<file path="config.mk">
export PLATFORM = sky130hd
export DESIGN_NAME = nmbd_back
export DESIGN_NICKNAME = d
export VERILOG_FILES = /design/src/design/nmbd_pkg.sv /design/src/design/nmbd_back.sv
export SDC_FILE = /design/constraint.sdc
export NUM_CORES = 1
export LEC_CHECK = 0
export ABC_AREA = 0
export BUFFER_PORTS_ARGS = -buffer_cell sky130_fd_sc_hd__buf_2
export CORE_ASPECT_RATIO = 0.75
export CORE_MARGIN = 5
export CORE_UTILIZATION = 50
export CTS_CLUSTER_SIZE = 24
export DETAILED_ROUTE_END_ITERATION = 6
export PLACE_DENSITY = 0.72
export REMOVE_ABC_BUFFERS = 1
export SLEW_MARGIN = 20
export SYNTH_ARGS = -nofsm -noshare
export SYNTH_HDL_FRONTEND = slang
export SYNTH_SLANG_ARGS = --single-unit
export TNS_END_PERCENT = 20
</file>
<file path="constraint.sdc">
create_clock -name clock -period 4.5 [get_ports clock]
set_input_delay 0.45 -clock clock [delete_from_list [all_inputs] [get_ports clock]]
set_output_delay 0.45 -clock clock [all_outputs]
set_load 0.03 [all_outputs]
</file>
<file path="src/design/nmbd_pkg.sv">
// ----------------------------------------------------------------------------
// nmbd_pkg
// Shared types, constants and helpers for the masked 2x2 box downsampler.
// ----------------------------------------------------------------------------
package nmbd_pkg;

   localparam int SAMPLE_W    = 32;
   localparam int SUM_W       = 34;
   localparam int PAIR_SUM_W  = 33;
   localparam int QUEUE_DEPTH = 4;
   localparam int QPTR_W      = 2;
   localparam int DIV_STEPS   = 9;
   localparam int STEP_W      = 4;
   localparam int MAG_W       = 36;

   typedef enum logic [1:0] {
      CSR_SRC_WIDTH,
      CSR_SRC_HEIGHT,
      CSR_NODATA_VALUE,
      CSR_NODATA_ENABLE
   } nmbd_csr_type;

   typedef struct packed {
      logic [12:0]                src_width;
      logic [15:0]                src_height;
      logic signed [SAMPLE_W-1:0] nodata_value;
      logic                       nodata_enable;
   } nmbd_cfg_type;

   typedef struct packed {
      logic [1:0]                   cnt;
      logic signed [PAIR_SUM_W-1:0] sum;
   } nmbd_pair_type;

   typedef struct packed {
      logic signed [SUM_W-1:0] sum;
      logic [2:0]              cnt;
      logic                    row_end;
      logic                    frame_end;
   } nmbd_job_type;

   typedef enum logic [1:0] {
      ST_IDLE,
      ST_DIV,
      ST_DONE
   } nmbd_state_type;

   // one radix-16 digit of a divide by three: returns {quotient digit, remainder}
   function automatic logic [5:0] div3_nibble(input logic [1:0] rem, input logic [3:0] nib);
      logic [2:0] r;
      logic [3:0] q;
      r = {1'b0, rem};
      q = '0;
      for (int i = 3; i >= 0; i--) begin
         r = {r[1:0], nib[i]};
         if (r >= 3'd3) begin
            q[i] = 1'b1;
            r    = r - 3'd3;
         end
      end
      return {q, r[1:0]};
   endfunction

endpackage

</file>
<file path="src/design/nmbd_back.sv">
// ----------------------------------------------------------------------------
// nmbd_back
// Divides each block sum by its valid count, truncating toward zero, or gives
// nodata for a zero count; the output register holds the result until taken.
// ----------------------------------------------------------------------------
module nmbd_back import nmbd_pkg::*; (
   input  logic                       clock,
   input  logic                       reset,
   input  logic signed [SAMPLE_W-1:0] nodata_value,
   input  logic                       pop_valid,
   output logic                       pop_ready,
   input  nmbd_job_type               pop_job,
   output logic                       rsp_valid,
   input  logic                       rsp_ready,
   output logic signed [SAMPLE_W-1:0] rsp_average,
   output logic                       rsp_all_missing,
   output logic                       rsp_row_end,
   output logic                       rsp_frame_end
);

   nmbd_state_type            state_ff, state_in;
   logic [MAG_W-1:0]          mag_ff, mag_in;
   logic [SAMPLE_W-1:0]       quo_ff, quo_in;
   logic [1:0]                rem_ff, rem_in;
   logic [STEP_W-1:0]         step_ff, step_in;
   logic                      neg_ff, neg_in;
   logic                      miss_ff, miss_in;
   logic                      row_end_ff, row_end_in;
   logic                      frame_end_ff, frame_end_in;
   logic                      out_valid_ff, out_valid_in;
   logic signed [SAMPLE_W-1:0] out_avg_ff, out_avg_in;
   logic                      out_miss_ff, out_miss_in;
   logic                      out_row_end_ff, out_row_end_in;
   logic                      out_frame_end_ff, out_frame_end_in;

   logic [SUM_W-1:0]          job_mag;
   logic [5:0]                digit;
   logic                      out_free;

   assign out_free = ~out_valid_ff | rsp_ready;
   assign job_mag  = pop_job.sum[SUM_W-1] ? SUM_W'(-pop_job.sum) : SUM_W'(pop_job.sum);
   assign digit    = div3_nibble(rem_ff, mag_ff[MAG_W-1 -: 4]);

   // next state
   always_comb begin
      state_in = state_ff;
      unique case (state_ff)
         ST_IDLE: begin
            if (pop_valid) begin
               state_in = (pop_job.cnt == 3'd3) ? ST_DIV : ST_DONE;
            end
         end
         ST_DIV: begin
            if (step_ff == STEP_W'(DIV_STEPS - 1)) begin
               state_in = ST_DONE;
            end
         end
         ST_DONE: begin
            if (out_free) begin
               state_in = ST_IDLE;
            end
         end
         default: state_in = ST_IDLE;
      endcase
   end

   // datapath and outputs
   always_comb begin
      pop_ready        = 1'b0;
      mag_in           = mag_ff;
      quo_in           = quo_ff;
      rem_in           = rem_ff;
      step_in          = step_ff;
      neg_in           = neg_ff;
      miss_in          = miss_ff;
      row_end_in       = row_end_ff;
      frame_end_in     = frame_end_ff;
      out_valid_in     = out_valid_ff & ~rsp_ready;
      out_avg_in       = out_avg_ff;
      out_miss_in      = out_miss_ff;
      out_row_end_in   = out_row_end_ff;
      out_frame_end_in = out_frame_end_ff;
      unique case (state_ff)
         ST_IDLE: begin
            pop_ready    = 1'b1;
            neg_in       = pop_job.sum[SUM_W-1];
            miss_in      = pop_job.cnt == 3'd0;
            row_end_in   = pop_job.row_end;
            frame_end_in = pop_job.frame_end;
            mag_in       = MAG_W'(job_mag);
            rem_in       = 2'd0;
            step_in      = '0;
            case (pop_job.cnt)
               3'd2:    quo_in = job_mag[SAMPLE_W:1];
               3'd3:    quo_in = '0;
               3'd4:    quo_in = job_mag[SAMPLE_W+1:2];
               default: quo_in = job_mag[SAMPLE_W-1:0];
            endcase
         end
         ST_DIV: begin
            mag_in  = {mag_ff[MAG_W-5:0], 4'd0};
            quo_in  = {quo_ff[SAMPLE_W-5:0], digit[5:2]};
            rem_in  = digit[1:0];
            step_in = step_ff + STEP_W'(1);
         end
         ST_DONE: begin
            if (out_free) begin
               out_valid_in     = 1'b1;
               out_avg_in       = miss_ff ? nodata_value
                                          : (neg_ff ? SAMPLE_W'(-quo_ff) : quo_ff);
               out_miss_in      = miss_ff;
               out_row_end_in   = row_end_ff;
               out_frame_end_in = frame_end_ff;
            end
         end
         default: begin
            pop_ready = 1'b0;
         end
      endcase
   end

   always_ff @(posedge clock) begin
      if (reset) begin
         state_ff     <= ST_IDLE;
         out_valid_ff <= 1'b0;
      end else begin
         state_ff     <= state_in;
         out_valid_ff <= out_valid_in;
      end
   end

   always_ff @(posedge clock) begin
      mag_ff           <= mag_in;
      quo_ff           <= quo_in;
      rem_ff           <= rem_in;
      step_ff          <= step_in;
      neg_ff           <= neg_in;
      miss_ff          <= miss_in;
      row_end_ff       <= row_end_in;
      frame_end_ff     <= frame_end_in;
      out_avg_ff       <= out_avg_in;
      out_miss_ff      <= out_miss_in;
      out_row_end_ff   <= out_row_end_in;
      out_frame_end_ff <= out_frame_end_in;
   end

   assign rsp_valid       = out_valid_ff;
   assign rsp_average     = out_avg_ff;
   assign rsp_all_missing = out_miss_ff;
   assign rsp_row_end     = out_row_end_ff;
   assign rsp_frame_end   = out_frame_end_ff;

endmodule
</file>
==> impl_metrics.tcl <==
set metrics [dict create \
    powerDensity_mw_per_mm2 412 \
    root_buffer "clkbuf_16" \
    dpl.cell_count 987 \
    cp_num_buf_inv 0 \
    hold_ws_ps 213 \
    vias 6464 \
    worstSetupPathType "reg -> reg" \
    rows 38 \
    critPathTopFamily "simple AND/OR/NAND/NOR gates" \
    netlist_instances 732 \
    drive_gt1_frac 0.232 \
    synthesis.area_mm2 0.00719 \
    antenna_found_initial 0 \
    port_buffers 111 \
    critPathRequiredTime_ps 4660 \
    ctsHtreeMaxLevel 4 \
    crit_fanout 6 \
    r2r-start "mag_ff[35]$_SDFFCE_PN0P_" \
    cts.hold.buffers_added 0 \
    finalSetupViolCount 0 \
    cp_cell_sequence "ha_2 -> or4b_2 -> o21ai_4 -> ha_2 -> nor3b_1 -> o21ai_1 -> nand3_2 -> ha_4 -> or2_2 -> o32ai_2 -> o21ai_0 -> ha_1 -> or2_2 -> o32ai_2 -> nor2_1 -> o2bb2ai_1" \
    hpwl_um 14600 \
    hold_path.startpoint "pop_job[0]" \
    nets 911 \
    numClockSinks 116 \
    slew_headroom 0.346 \
    synth_area_leaders "edfxtp_1, xor2_1, nor2_1" \
    wl_per_cell_um 20.4 \
    crit_start "mag_ff[35]$_SDFFCE_PN0P_" \
    grt_max_degree 75 \
    ys_types 57 \
    cts_buffer_depth 2 \
    final_cell_count_no_fill 1021 \
    slowest_stage "or4b_2" \
    start_util 0.504 \
    gp_congestion 0.885 \
    synth.yosys.seq_area_share 0.480 \
    synth_flop_cell "edfxtp_1" \
    core_area_mm2 0.0143 \
    ir_drop_mv 0.261 \
    die_w_um 148 \
    hold_viol 0 \
    ys_ff_latch 116 \
    antenna_cells 0 \
    finalCritPeriodShare 0.976 \
    yosysTopAreaCell "edfxtp_1" \
    worstPathArrival_ps 4550 \
    rr_endpoint "quo_ff[0]$_DFFE_PP_" \
    grt_first_pass_wirelength_um 32400 \
    min_path_cells 1 \
    skew_ps 12.5 \
    finalCriticalPeriod_ps 4390 \
    die_y_um 114 \
    dieArea_mm2 0.0169 \
    synth-edff-count 113 \
    hold_class "in -> reg" \
    path_clk_slew_ps 60 \
    r2r_setup_slack_ps 110 \
    clk_latency_ps 420 \
    drt_wl_total_um 20800 \
    worstMarginPinSlew_ps 981 \
    synth_common_cells "edfxtp_1, nor2_1, nand2_1, o21ai_0" \
    crit_path_start_kind "flip-flop" \
    syn_area_per_cell_um2 9.82 \
    grt_pass1_vias 6034 \
    grt_use_total 0.244 \
    crit_path_end_kind "flip-flop" \
    status "complete, no violations" \
    fillers 1195 \
    ioPinCount 112 \
    synth_top_area_share 0.472 \
    slew_violations 0 \
    worstRegToRegCells 16 \
    drt_iter0_markers 631 \
    route.detailed.drc 0 \
    synth_most_common_cell "edfxtp_1" \
    p_leak_nw 3.25 \
    crit_path_max_incr_delay_ps 690 \
    antenna_left 0 \
    min_to "frame_end_ff$_DFFE_PP_" \
    clock.fmax_mhz 228 \
    dr.pass1.iters 5 \
    async_flop_share 0 \
    vias_per_cell 6.33 \
    cts_tree "yes" \
    syn2layout_area_growth_pct 18.8 \
    grt_overflow 0 \
    cts-buffers-inserted 17 \
    yosys_warnings 0 \
    drv_cap 0 \
]
## final cells by class
| cell class | instances | area, um^2 | area share |
|---|---|---|---|
| Multi-Input combinational cell | 555 | 3550 | 0.416 |
| Sequential cell | 116 | 3450 | 0.404 |
| Clock buffer | 18 | 429 | 0.0502 |
| Timing Repair Buffer | 124 | 653 | 0.0764 |
| Tap cell | 180 | 225 | 0.0264 |
| Clock inverter | 14 | 175 | 0.0205 |
| Inverter | 14 | 52.6 | 0.00615 |
## power breakdown
| group | total [mW] | internal, mW | switching (mW) | leakage, nW |
|---|---|---|---|---|
| registers | 1.47 | 1.36 | 0.108 | 1.17 |
| clock network | 1.40 | 0.876 | 0.525 | 0.289 |
| logic | 0.648 | 0.247 | 0.402 | 1.79 |
## layer usage
| layer | vias up | global-route usage | share of wire |
|---|---|---|---|
| met4 | 0 | 0.0757 | 0.020 |
| met1 | 3048 | 0.356 | 0.44 |
| li1 | 2971 | - | - |
| met5 | - | 0 | 0 |
| met2 | 403 | 0.364 | 0.43 |
| met3 | 42 | 0.0524 | 0.10 |
## kinds of logic after synthesis
family | count (synthesis) | synth area share
AOI/OAI and AO/OA | 218 | 0.203
xor gates and xnor gates | 64 | 0.0780
adders and majority gates | 8 | 0.0139
buffers and inverters | 61 | 0.0339
DFF | 116 | 0.480
muxes | 17 | 0.0254
and+or+nand+nor | 248 | 0.165
## registers in the layout, summed over array words and instances, names as in the netlist
register	count
neg_ff	1
rsp_valid	1
rsp_frame_end	1
rsp_row_end	1
miss_ff	1
rem_ff	2
rsp_all_missing	1
step_ff	4
state_ff	2
rsp_average	32
row_end_ff	1
mag_ff	36
quo_ff	32
frame_end_ff	1
## worst register-to-register path, delay by kind of cell (launching register included)
| family | cells | cell delay (ps) |
|---|---|---|
| AO/OA/AOI/OAI | 6 | 970 |
| adder cells (fa/ha/maj) | 4 | 970 |
| flip-flops | 1 | 510 |
| AND/OR/NAND/NOR | 6 | 1690 |
## worst max path at each step
stage	endpoint	slack, ps	cells after the start
after floorplan	quo_ff[3]$_DFFE_PP_	-280	4
after global placement	rem_ff[0]$_SDFFCE_PN0P_	190	16
after detailed placement	rem_ff[0]$_SDFFCE_PN0P_	-100	16
after CTS	rem_ff[0]$_SDFFCE_PN0P_	10	16
after global routing	rem_ff[0]$_SDFFCE_PN0P_	-100	16
final	quo_ff[0]$_DFFE_PP_	110	16
## layout by cell type (no fill, tap or decap), drive strengths merged, types with 11 or more instances in the layout
cell / count
xor2: 45
a21oi: 45
nand3: 12
nand2: 71
o22ai: 11
xnor2: 19
o41ai: 13
o31ai: 17
inv: 18
clkbuf: 18
nor2: 82
or3: 11
buf: 124
nor3: 14
or4: 13
edfxtp: 113
o21ai: 60
## through the flow
step | power [mW] | setup slack (ps) | setup TNS, ps | utilization | instance area, um^2
2_1_floorplan | 1.87 | -285 | -1510 | - | 7000
3_3_place_gp | 2.07 | 189 | 0 | 0.552 | 7880
3_5_place_dp | 2.10 | -98.9 | -196 | 0.552 | 7880
4_1_cts | 3.50 | 11.3 | 0 | 0.595 | 8490
5_1_grt | 3.66 | -97.7 | -189 | 0.599 | 8540
6_report | 3.52 | 108 | 0 | 0.599 | 8540
## what timing repair did
| item | in CTS | in global routing |
|---|---|---|
| setup endpoints to repair | 2 | 3 |
| pin swaps | 0 | 2 |
| gates resized for setup | 3 | 9 |
| buffers inserted | 0 | 2 |
(Power assumes the default switching activity.)
