File: config.mk
export PLATFORM = sky130hd
export DESIGN_NAME = nmbd_queue
export DESIGN_NICKNAME = d
export VERILOG_FILES = /design/src/design/nmbd_pkg.sv /design/src/design/nmbd_queue.sv
export SDC_FILE = /design/constraint.sdc
export NUM_CORES = 1
export LEC_CHECK = 0
export BUFFER_PORTS_ARGS = -buffer_cell sky130_fd_sc_hd__buf_2
export CAP_MARGIN = 0
export CORE_ASPECT_RATIO = 1.5
export CORE_UTILIZATION = 48
export DETAILED_ROUTE_END_ITERATION = 10
export GPL_ROUTABILITY_DRIVEN = 1
export MAX_ROUTING_LAYER = met4
export PLACE_DENSITY = 0.82
export SETUP_SLACK_MARGIN = 0.4
export SYNTH_ARGS = -nofsm -noshare
export SYNTH_HDL_FRONTEND = slang
export SYNTH_SLANG_ARGS = --single-unit
File: constraint.sdc
create_clock -name clock -period 2 [get_ports clock]
set_input_delay 0.3 -clock clock [delete_from_list [all_inputs] [get_ports clock]]
set_output_delay 0.3 -clock clock [all_outputs]
set_load 0.05 [all_outputs]
File: src/design/nmbd_pkg.sv
// ----------------------------------------------------------------------------
// nmbd_pkg
// Shared types, constants and helpers for the masked 2x2 box downsampler.
// ----------------------------------------------------------------------------
package nmbd_pkg;

   localparam int SAMPLE_W    = 32;
   localparam int SUM_W       = 34;
   localparam int PAIR_SUM_W  = 33;
   localparam int QUEUE_DEPTH = 4;
   localparam int QPTR_W      = 2;
   localparam int DIV_STEPS   = 9;
   localparam int STEP_W      = 4;
   localparam int MAG_W       = 36;

   typedef enum logic [1:0] {
      CSR_SRC_WIDTH,
      CSR_SRC_HEIGHT,
      CSR_NODATA_VALUE,
      CSR_NODATA_ENABLE
   } nmbd_csr_type;

   typedef struct packed {
      logic [12:0]                src_width;
      logic [15:0]                src_height;
      logic signed [SAMPLE_W-1:0] nodata_value;
      logic                       nodata_enable;
   } nmbd_cfg_type;

   typedef struct packed {
      logic [1:0]                   cnt;
      logic signed [PAIR_SUM_W-1:0] sum;
   } nmbd_pair_type;

   typedef struct packed {
      logic signed [SUM_W-1:0] sum;
      logic [2:0]              cnt;
      logic                    row_end;
      logic                    frame_end;
   } nmbd_job_type;

   typedef enum logic [1:0] {
      ST_IDLE,
      ST_DIV,
      ST_DONE
   } nmbd_state_type;

   // one radix-16 digit of a divide by three: returns {quotient digit, remainder}
   function automatic logic [5:0] div3_nibble(input logic [1:0] rem, input logic [3:0] nib);
      logic [2:0] r;
      logic [3:0] q;
      r = {1'b0, rem};
      q = '0;
      for (int i = 3; i >= 0; i--) begin
         r = {r[1:0], nib[i]};
         if (r >= 3'd3) begin
            q[i] = 1'b1;
            r    = r - 3'd3;
         end
      end
      return {q, r[1:0]};
   endfunction

endpackage

File: src/design/nmbd_queue.sv
// ----------------------------------------------------------------------------
// nmbd_queue
// Small flop-based queue of block jobs between front and back.
// ----------------------------------------------------------------------------
module nmbd_queue import nmbd_pkg::*; (
   input  logic         clock,
   input  logic         reset,
   input  logic         push_valid,
   output logic         push_ready,
   input  nmbd_job_type push_job,
   output logic         pop_valid,
   input  logic         pop_ready,
   output nmbd_job_type pop_job
);

   nmbd_job_type         slots_ff [QUEUE_DEPTH];
   logic [QPTR_W-1:0]    wr_ptr_ff, wr_ptr_in;
   logic [QPTR_W-1:0]    rd_ptr_ff, rd_ptr_in;
   logic [QPTR_W:0]      count_ff, count_in;
   logic                 do_push, do_pop;

   assign push_ready = count_ff != (QPTR_W + 1)'(QUEUE_DEPTH);
   assign pop_valid  = count_ff != '0;
   assign do_push    = push_valid & push_ready;
   assign do_pop     = pop_valid & pop_ready;
   assign pop_job    = slots_ff[rd_ptr_ff];

   always_comb begin
      wr_ptr_in = do_push ? wr_ptr_ff + QPTR_W'(1) : wr_ptr_ff;
      rd_ptr_in = do_pop ? rd_ptr_ff + QPTR_W'(1) : rd_ptr_ff;
      count_in  = count_ff + (QPTR_W + 1)'(do_push) - (QPTR_W + 1)'(do_pop);
   end

   always_ff @(posedge clock) begin
      if (reset) begin
         wr_ptr_ff <= '0;
         rd_ptr_ff <= '0;
         count_ff  <= '0;
      end else begin
         wr_ptr_ff <= wr_ptr_in;
         rd_ptr_ff <= rd_ptr_in;
         count_ff  <= count_in;
      end
   end

   always_ff @(posedge clock) begin
      if (do_push) begin
         slots_ff[wr_ptr_ff] <= push_job;
      end
   end

endmodule

==> results_dict.tcl, run 1 <==
set metrics [dict create \
    setup_viol 31 \
    hold_buffers 0 \
    grt_max_degree 22 \
    clk_latency_ps 410 \
    cell_internal_pwr_w 0.00819 \
    critical_path_required_ps 2330 \
    start_util 0.489 \
    status "finished with violations" \
    fin_crit_sh 1.04 \
    switching_share 0.329 \
    die_h_um 140 \
    holdPathEnd "slots_ff[2][14]" \
    rows 50 \
    rr_worst_depth 9 \
    numCtsBuffers 17 \
    holdCritPathClass "input port to flop" \
    yosysTopAreaCell "edfxtp_1" \
    clock_sinks 165 \
    critPathKind "flop to flop" \
    fin_crit_ps 2090 \
    maxSlewViolCount 0 \
    multi_input_area_mm2 0.00117 \
    synth_area_leaders "edfxtp_1, mux4_2, dfxtp_1, ha_1, and2_1" \
    gp_routability_congestion 0.721 \
    antenna_left 0 \
    p_leak_nw 2.75 \
    syn_nets 302 \
    hpwl_um 6400 \
    worst_pin_slew_ps 500 \
    power_frac_clock 0.261 \
    die_w_um 93.9 \
    hold_depth 1 \
    tritoncts "built" \
    start_kind "flop" \
    clkSlewWorstSetupHoldPaths_ps 60 \
    maxCapViolCount 0 \
    end_kind "flop" \
    setup_slack_ps -86.8 \
    antenna_found_initial 2 \
    coreArea_mm2 0.0124 \
    area_growth_pct 30.0 \
    fin_util 0.635 \
    wl_per_cell_um 20.9 \
    grt_pass1_vias 3022 \
    hold_violations 0 \
    synth_seq_cells 165 \
    cp.arrival_ps 2420 \
    vias_per_cell 5.30 \
    dieArea_mm2 0.0131 \
    nFillCells 801 \
    drive_above_1_share 0.497 \
    critPathMaxFanout 3 \
    nNetsFinal 421 \
    yosys_warnings 0 \
    register_area_mm2 0.00488 \
    drt_wl_total_um 11300 \
    dr.first_iter.drc_count 135 \
    synth_cell_types 24 \
    min_from "push_job[14]" \
    fin_skew_ps 9.13 \
    fmax_mhz 479 \
    vias 2875 \
    avgSynthCellArea_um2 24.2 \
    max_slew_margin 0.662 \
    portBuffers 83 \
    pre_cts_slack_ps -99.6 \
    r2r_end "count_ff[2]" \
    ios 84 \
    first_pass_iters 4 \
    power_density_mw_per_mm2 1540 \
    p_comb_frac 0.377 \
    clockRootBuffer "clkbuf_16" \
    overflow 0 \
    clock_path_buffers 2 \
    route.detailed.drc 0 \
    synth_cells 252 \
    rsz0062_at_grt "true" \
    yosysSeqAreaShare 0.799 \
    power_switching_w 0.00402 \
    cts_htree_levels 4 \
    rr_startpoint "count_ff[2]" \
    ff2ff_setup_slack_ps -90 \
    syn_area_mm2 0.00609 \
    ir_drop_uv 1110 \
    pwr-share-seq 0.361 \
    yosys.area.top_type_share 0.770 \
    track_usage 0.186 \
    grt_first_pass_wirelength_um 16600 \
    violations "setup timing" \
]
[kinds of logic after synthesis]
logic type      synth area share
fa+ha+maj                 0.0156
flops                      0.799
simple gates              0.0156
buf+inv                   0.0127
compound gates           0.00473
mux                        0.148
xor+xnor                 0.00432
[power groups by stage]
stage,combinational [W],sequential [W],clock [W]
4_1_cts,0.00442,0.00442,0.00324
5_1_grt,0.00480,0.00445,0.00338
6_report,0.00461,0.00441,0.00319
3_3_place_gp,0.00350,0.00443,0
2_1_floorplan,0.00276,0.00443,0
3_5_place_dp,0.00355,0.00447,0
[repair_timing]
action                                 in CTS  in global routing
pin swaps                                   3                  1
setup endpoints to repair                  74                 74
endpoints found under the hold margin       0                  0
gates cloned                                2                  3
resized for setup                          88                  4
buffers inserted                            5                  1
[cells in the final DEF, fill, tap and decap left out, types with 2 or more instances in the layout]
cell,n
buf_2,43
bufinv_16,3
inv_1,5
dfxtp_2,2
and2_2,3
nand2b_1,2
nor2_1,7
clkinv_4,5
buf_12,7
clkinv_2,3
buf_4,12
clkinv_1,4
dfxtp_1,4
dfxtp_4,3
buf_8,2
mux4_2,39
buf_16,2
buf_6,40
ha_1,6
diode_2,2
clkbuf_16,20
edfxtp_1,156
[registers in the layout, summed over array words and instances, names as in the netlist, named ones only]
register / flops
wr_ptr_ff: 2
slots_ff: 156
count_ff: 3
rd_ptr_ff: 2
[worst max-delay path, stage by stage, from the launching register on]
cell and delay, ps:
dfxtp_2 340, o31a_1 310, ha_1 280, inv_1 60, ha_1 140, inv_1 60
fa_2 350, xor2_2 170, and2_1 180, nor3_2 110
[layer usage]
metal | wire, µm | GRT usage | vias to the layer above
met5 | 0 | - | -
met4 | 314 | 0.0899 | 0
met3 | 400 | 0.0494 | 21
met2 | 6330 | 0.305 | 80
met1 | 4270 | 0.209 | 1478
li1 | - | - | 1296
[synthesized netlist by cell type]
cell type / n
clkbuf_1: 3
dfxtp_1: 9
buf_2: 2
mux2i_1: 1
ha_1: 6
buf_4: 2
o311ai_0: 1
inv_1: 5
o31a_1: 1
nor2b_1: 1
fa_1: 1
nand2_1: 1
nor2_1: 8
a21boi_2: 1
buf_6: 2
nand2b_1: 2
edfxtp_1: 156
xnor2_1: 1
mux2_2: 1
or3_1: 1
nor3_1: 1
and2_1: 5
xor2_1: 2
mux4_2: 39
[cell type report]
type	count	area share
tap	156	0.0247
clock buffer	17	0.0538
timing repair buffer	109	0.133
sequential	165	0.617
inverter	5	0.00237
multi-input combinational	73	0.148
antenna	2	0.000633
clock inverter	15	0.0207
[metrics by stage]
step / total power (W) / instances / cell area, µm² / hold slack (ps) / setup TNS [ps]
floorplan: 0.00718 / 252 / 6120 / 399 / 0
global route: 0.0126 / 542 / 7910 / 81.4 / -4110
global placement: 0.00793 / 497 / 6820 / 491 / 0
CTS: 0.0121 / 536 / 7800 / 80.1 / -2210
finish: 0.0122 / 542 / 7910 / 102 / -1650
detailed placement: 0.00802 / 497 / 6820 / 517 / -99.6
[worst max-delay path by stage]
| stage | from | end | depth (start not counted) |
|---|---|---|---|
| 6_report | count_ff[2] | count_ff[2] | 9 |
| 5_1_grt | count_ff[1] | count_ff[2] | 9 |
| 4_1_cts | flop | pop_job[19] | 4 |
| 3_5_place_dp | count_ff[1] | count_ff[2] | 9 |
| 3_3_place_gp | count_ff[1] | count_ff[2] | 9 |
| 2_1_floorplan | count_ff[1] | count_ff[2] | 11 |
(Power assumes the default switching activity.)
==> run 2, diff against run 1 <==
--- a/config.mk
+++ b/config.mk
@@ -5,14 +5,17 @@
 export SDC_FILE = /design/constraint.sdc
 export NUM_CORES = 1
 export LEC_CHECK = 0
+export ABC_AREA = 1
 export BUFFER_PORTS_ARGS = -buffer_cell sky130_fd_sc_hd__buf_2
 export CAP_MARGIN = 0
+export CELL_PAD_IN_SITES_DETAIL_PLACEMENT = 0
+export CELL_PAD_IN_SITES_GLOBAL_PLACEMENT = 1
 export CORE_ASPECT_RATIO = 1.5
-export CORE_UTILIZATION = 48
+export CORE_UTILIZATION = 42
 export DETAILED_ROUTE_END_ITERATION = 10
 export GPL_ROUTABILITY_DRIVEN = 1
 export MAX_ROUTING_LAYER = met4
-export PLACE_DENSITY = 0.82
+export PLACE_DENSITY = 0.86
 export SETUP_SLACK_MARGIN = 0.4
 export SYNTH_ARGS = -nofsm -noshare
 export SYNTH_HDL_FRONTEND = slang
==> run 2 against run 1 <==
  * The flow now finishes without violations
  * Utilization down 3.6 points
  * Critical path depth down 4
  * Via count up 42%
  * Synthesized cell count up 76%
  * First-iteration DRC count up 98%
  * Clock-buffer cell count up 2
  * Cell count up 42%
  * Clock skew up 1.3 ps
  * Clock power down 6%
  * Worst hold slack worse by 47 ps
==> results_dict.tcl, run 2 <==
set metrics [dict create \
    synth_edf_count 156 \
    die_h_um 152 \
    antenna_found_initial 2 \
    rows 54 \
    antenna_left 0 \
    critPathMaxFanout 6 \
    drive_above_1_share 0.408 \
    gp_routability_congestion 0.734 \
    route.detailed.drc 0 \
    design_area_mm2 0.00871 \
    largest_register "slots_ff" \
    crit_slowest_cell "dfxtp_4" \
    clkSlewWorstSetupHoldPaths_ps 60 \
    ir_drop_uv 1090 \
    nFillCells 1079 \
    hold_buffers 0 \
    cpMostUsedCell "buf_6" \
    synth_cell_types 21 \
    ios 84 \
    avgSynthCellArea_um2 14.1 \
    wl_per_cell_um 19.6 \
    area_growth_pct 39.1 \
    portBuffers 83 \
    finalPower_w 0.0126 \
    synth_area_leaders "edfxtp_1, o21ai_0, nor2_1, o22ai_1, dfxtp_1" \
    status "complete, no violations" \
    largest_registers "slots_ff x156, count_ff x3" \
    die_w_um 102 \
    first_pass_iters 4 \
    clockRootBuffer "clkbuf_16" \
    ys.flop_type "edfxtp_1" \
    p_leak_nw 3.08 \
    critPathKind "flop to output port" \
    synth_seq_cells 165 \
    fin_crit_sh 0.950 \
    coreArea_mm2 0.0145 \
    start_kind "flop" \
    critPathMaxStageDelay_ps 410 \
    clock_path_buffers 2 \
    start_util 0.431 \
    vias_per_cell 5.31 \
    max_slew_margin 0.822 \
    hold_depth 2 \
    maxCapViolCount 0 \
    crit_chain "buf_12, buf_6, o21ai_2, o22ai_2, buf_6" \
    setup_viol 0 \
    power_density_mw_per_mm2 1450 \
    tns_ps 0 \
    rsz0062_at_grt "true" \
    yosysSeqAreaShare 0.777 \
    fin_crit_ps 1900 \
    hold_violations 0 \
    numCtsBuffers 17 \
    syn_nets 493 \
    syn_area_mm2 0.00626 \
    track_usage 0.201 \
    grt_pass1_vias 4166 \
    post-synth-top-count-cell "edfxtp_1" \
    hpwl_um 7740 \
    async_reset_ff_frac 0 \
    fin_skew_ps 10.4 \
    yosysTopAreaCell "edfxtp_1" \
    place_area_mm2 0.00730 \
    min_from "reset" \
    grt_first_pass_wirelength_um 21500 \
    yosys_warnings 0 \
    dr.first_iter.drc_count 267 \
    largest_register_ffs 156 \
    clock_sinks 165 \
    synth_cells 443 \
    critical-path-top-delay-family "buffers and inverters" \
    yosys.area.top_type_share 0.748 \
    maxSlewViolCount 0 \
    overflow 0 \
    dieArea_mm2 0.0154 \
    final_cell_mix "edfxtp_1, nor2_1, o21ai_1" \
    worstSetupPathDepth 5 \
    cts_htree_levels 4 \
    holdCritPathClass "input port to flop" \
    grt_max_degree 40 \
    clk_latency_ps 420 \
    critical_path_required_ps 1700 \
    rr_startpoint "count_ff[0]" \
    drt_wl_total_um 15000 \
    worst_pin_slew_ps 267 \
    fmax_mhz 526 \
    tritoncts "built" \
    critPathBufInv 3 \
    nNetsFinal 605 \
    vias 4075 \
    final_common_cell "edfxtp_1" \
    rr_worst_depth 9 \
    end_kind "output port" \
    synth_common_cells "edfxtp_1, nor2_1, o21ai_0, o22ai_1, inv_1" \
    cp.arrival_ps 1600 \
]
-- run 2: logic make-up (layout without fill, tap and decap cells) --
| kind of cell | Yosys count | count (layout) | synth area share |
|---|---|---|---|
| compound gates | 124 | 124 | 0.108 |
| fa+ha+maj | 7 | 7 | 0.0152 |
| simple gates | 106 | 106 | 0.0641 |
| buf+inv | 41 | 166 | 0.0364 |
| other cells | 0 | 3 | 0 |
| flops | 165 | 165 | 0.777 |
-- run 2: layout make-up --
class | instances | area (µm²) | share of cell area
clock buffer | 19 | 433 | 0.0497
timing repair buffer | 118 | 1310 | 0.150
clock inverter | 13 | 108 | 0.0123
sequential | 165 | 4880 | 0.560
inverter | 16 | 65.1 | 0.00747
antenna | 3 | 7.51 | 0.000862
multi-input combinational | 237 | 1670 | 0.192
tap | 196 | 245 | 0.0281
-- run 2: repair_timing --
| item | 4_1_cts | 5_1_grt |
|---|---|---|
| resized for setup | 148 | 67 |
| buffers inserted | 8 | 2 |
| gates cloned | 3 | 8 |
| setup endpoints to repair | 42 | 43 |
| pin swaps | 5 | 32 |
-- run 2: metal layers --
layer | part of all wire | vias up | global-route usage
met2 | 0.56 | 123 | 0.345
met1 | 0.38 | 2062 | 0.226
met5 | 0 | - | -
met4 | 0.016 | 0 | 0.0884
met3 | 0.043 | 15 | 0.0404
li1 | - | 1875 | -
-- run 2: per-stage QoR --
step / utilization / setup WS, ps / std cells / hold slack [ps]
2_1_floorplan: - / 174 / 443 / 357
3_3_place_gp: 0.502 / 170 / 711 / 469
3_5_place_dp: 0.502 / 71.0 / 711 / 476
4_1_cts: 0.572 / 96.1 / 754 / 35.2
5_1_grt: 0.600 / 35.0 / 766 / 44.9
6_report: 0.600 / 99.5 / 767 / 54.5
-- run 2: worst paths after layout --
path                               endpoint  slack, ps
worst max-delay path            pop_job[21]        100
worst min-delay path            count_ff[1]         50
worst min register to register         flop        510
worst max register to register  count_ff[1]        220
-- run 2: where the power goes --
part,total (W),internal [W],switching (W)
registers,0.00440,0.00423,0.000168
clock network,0.00300,0.00170,0.00129
logic,0.00524,0.00203,0.00321
==> run 3, diff against run 2 <==
--- a/config.mk
+++ b/config.mk
@@ -11,6 +11,7 @@
 export CELL_PAD_IN_SITES_DETAIL_PLACEMENT = 0
 export CELL_PAD_IN_SITES_GLOBAL_PLACEMENT = 1
 export CORE_ASPECT_RATIO = 1.5
+export CORE_MARGIN = 3
 export CORE_UTILIZATION = 42
 export DETAILED_ROUTE_END_ITERATION = 10
 export GPL_ROUTABILITY_DRIVEN = 1
==> run 3 against run 2 <==
  * Flip-flop and latch count is the same
  * Power fell by 2.0%
  * Maximum frequency fell by 1.2%
  * Utilization down 2.2 points
  * Register-to-register slack about the same
  * Clock-buffer cell count is the same
  * Sequential power about the same
  * Die area up 6.7%
  * Critical path type unchanged
  * Largest cell class unchanged
==> results_dict.tcl, run 3 (synthesized netlist as in run 2, its figures left out) <==
set metrics [dict create \
    gp_routability_congestion 0.771 \
    drt_wl_total_um 13900 \
    area_growth_pct 34.6 \
    critPathKind "flop to output port" \
    ir_drop_uv 1290 \
    largest_registers "slots_ff x156, count_ff x3" \
    end_kind "output port" \
    clk_latency_ps 410 \
    rows 54 \
    nNetsFinal 600 \
    power_frac_clock 0.250 \
    status "complete, no violations" \
    grt_pass1_vias 4244 \
    fin_crit_ps 1920 \
    switching_share 0.362 \
    cts_htree_levels 4 \
    die_w_um 106 \
    final_common_cell "edfxtp_1" \
    antenna_found_initial 1 \
    setup_viol 0 \
    coreArea_mm2 0.0146 \
    start_util 0.429 \
    hold_violations 0 \
    track_usage 0.181 \
    critPathMaxStageDelay_ps 450 \
    fin_skew_ps 8.52 \
    max_slew_margin 0.825 \
    final_cell_mix "edfxtp_1, nor2_1, o21ai_0" \
    hold_buffers 0 \
    clock_path_buffers 2 \
    p_leak_nw 3.01 \
    start_kind "flop" \
    clock_sinks 165 \
    fmax_mhz 520 \
    crit_chain "buf_12, o21ai_0, o22ai_2, buf_6" \
    p_comb_frac 0.397 \
    maxCapViolCount 0 \
    portBuffers 83 \
    fin_crit_sh 0.962 \
    grt_first_pass_wirelength_um 21900 \
    rsz0062_at_grt "true" \
    vias 3994 \
    overflow 0 \
    tns_ps 0 \
    clockRootBuffer "clkbuf_16" \
    drive_above_1_share 0.366 \
    maxSlewViolCount 0 \
    power_switching_w 0.00448 \
    cell_internal_pwr_w 0.00790 \
    largest_register "slots_ff" \
    die_h_um 156 \
    hpwl_um 7520 \
    cp.arrival_ps 1620 \
    tritoncts "built" \
    numCtsBuffers 17 \
    finalPower_w 0.0124 \
    crit_slowest_cell "dfxtp_4" \
    power_density_mw_per_mm2 1470 \
    nFillCells 1162 \
    hold_ws_ps 65.4 \
    wl_per_cell_um 18.3 \
    clkSlewWorstSetupHoldPaths_ps 60 \
    critPathBufInv 2 \
    route.detailed.drc 0 \
    antenna_left 0 \
    grt_max_degree 40 \
    dr.first_iter.drc_count 261 \
    dieArea_mm2 0.0164 \
    critPathMaxFanout 24 \
    ios 84 \
    critical-path-top-delay-family "flip-flops" \
    holdCritPathClass "input port to flop" \
    pwr-share-seq 0.354 \
    largest_register_ffs 156 \
    vias_per_cell 5.26 \
    worst_pin_slew_ps 260 \
    first_pass_iters 4 \
    critical_path_required_ps 1700 \
]
==> run 3: worst paths after layout <==
| path | start | cells past startpoint | to | slack (ps) |
|---|---|---|---|---|
| max | flop | 4 | pop_job[3] | 80 |
| max reg2reg | count_ff[0] | 9 | count_ff[1] | 220 |
| min | reset | 2 | count_ff[0] | 70 |
| min reg2reg | rd_ptr_ff[0] | 2 | flop | 510 |
==> run 3: layer usage <==
| metal | vias up | part of all wire | track usage |
|---|---|---|---|
| met5 | - | 0 | - |
| met4 | 0 | 0.017 | 0.0728 |
| met3 | 24 | 0.048 | 0.0406 |
| met2 | 117 | 0.54 | 0.314 |
| met1 | 1992 | 0.39 | 0.202 |
| li1 | 1861 | - | - |
==> run 3: final cells by class <==
type                    count  area, µm²  share of cell area
flip-flops and latches    165       4880               0.579
multi-input cells         237       1550               0.184
repair buffers            112       1100               0.131
clock buffers              19        433              0.0514
well taps                 196        245              0.0291
clock inverters            13        133              0.0157
inverters                  16       78.8             0.00935
repair inverters            1       8.76             0.00104
diodes                      1       2.50            0.000297
==> run 3: timing repair <==
| item | in CTS | in global routing |
|---|---|---|
| cloned | 4 | 0 |
| pin swaps | 12 | 5 |
| endpoints found under the setup margin | 43 | 43 |
| buffers inserted | 7 | 6 |
| gates resized for setup | 127 | 17 |
==> run 3: stage by stage <==
stage                     area [µm²]  std cells  utilization  worst slack, ps
after floorplan                 6610        443            -              174
after global placement          7300        710        0.501              175
after detailed placement        7300        710        0.501             94.4
after CTS                       8340        753        0.572             66.8
after global routing            8430        760        0.578             19.1
final                           8430        760        0.578             75.5
==> run 3: power groups by stage <==
stage	Sequential (W)	Clock [W]	Combinational [W]
finish	0.00438	0.00309	0.00491
global route	0.00441	0.00329	0.00523
CTS	0.00438	0.00314	0.00478
detailed placement	0.00443	0	0.00381
global placement	0.00441	0	0.00371
floorplan	0.00440	0	0.00290
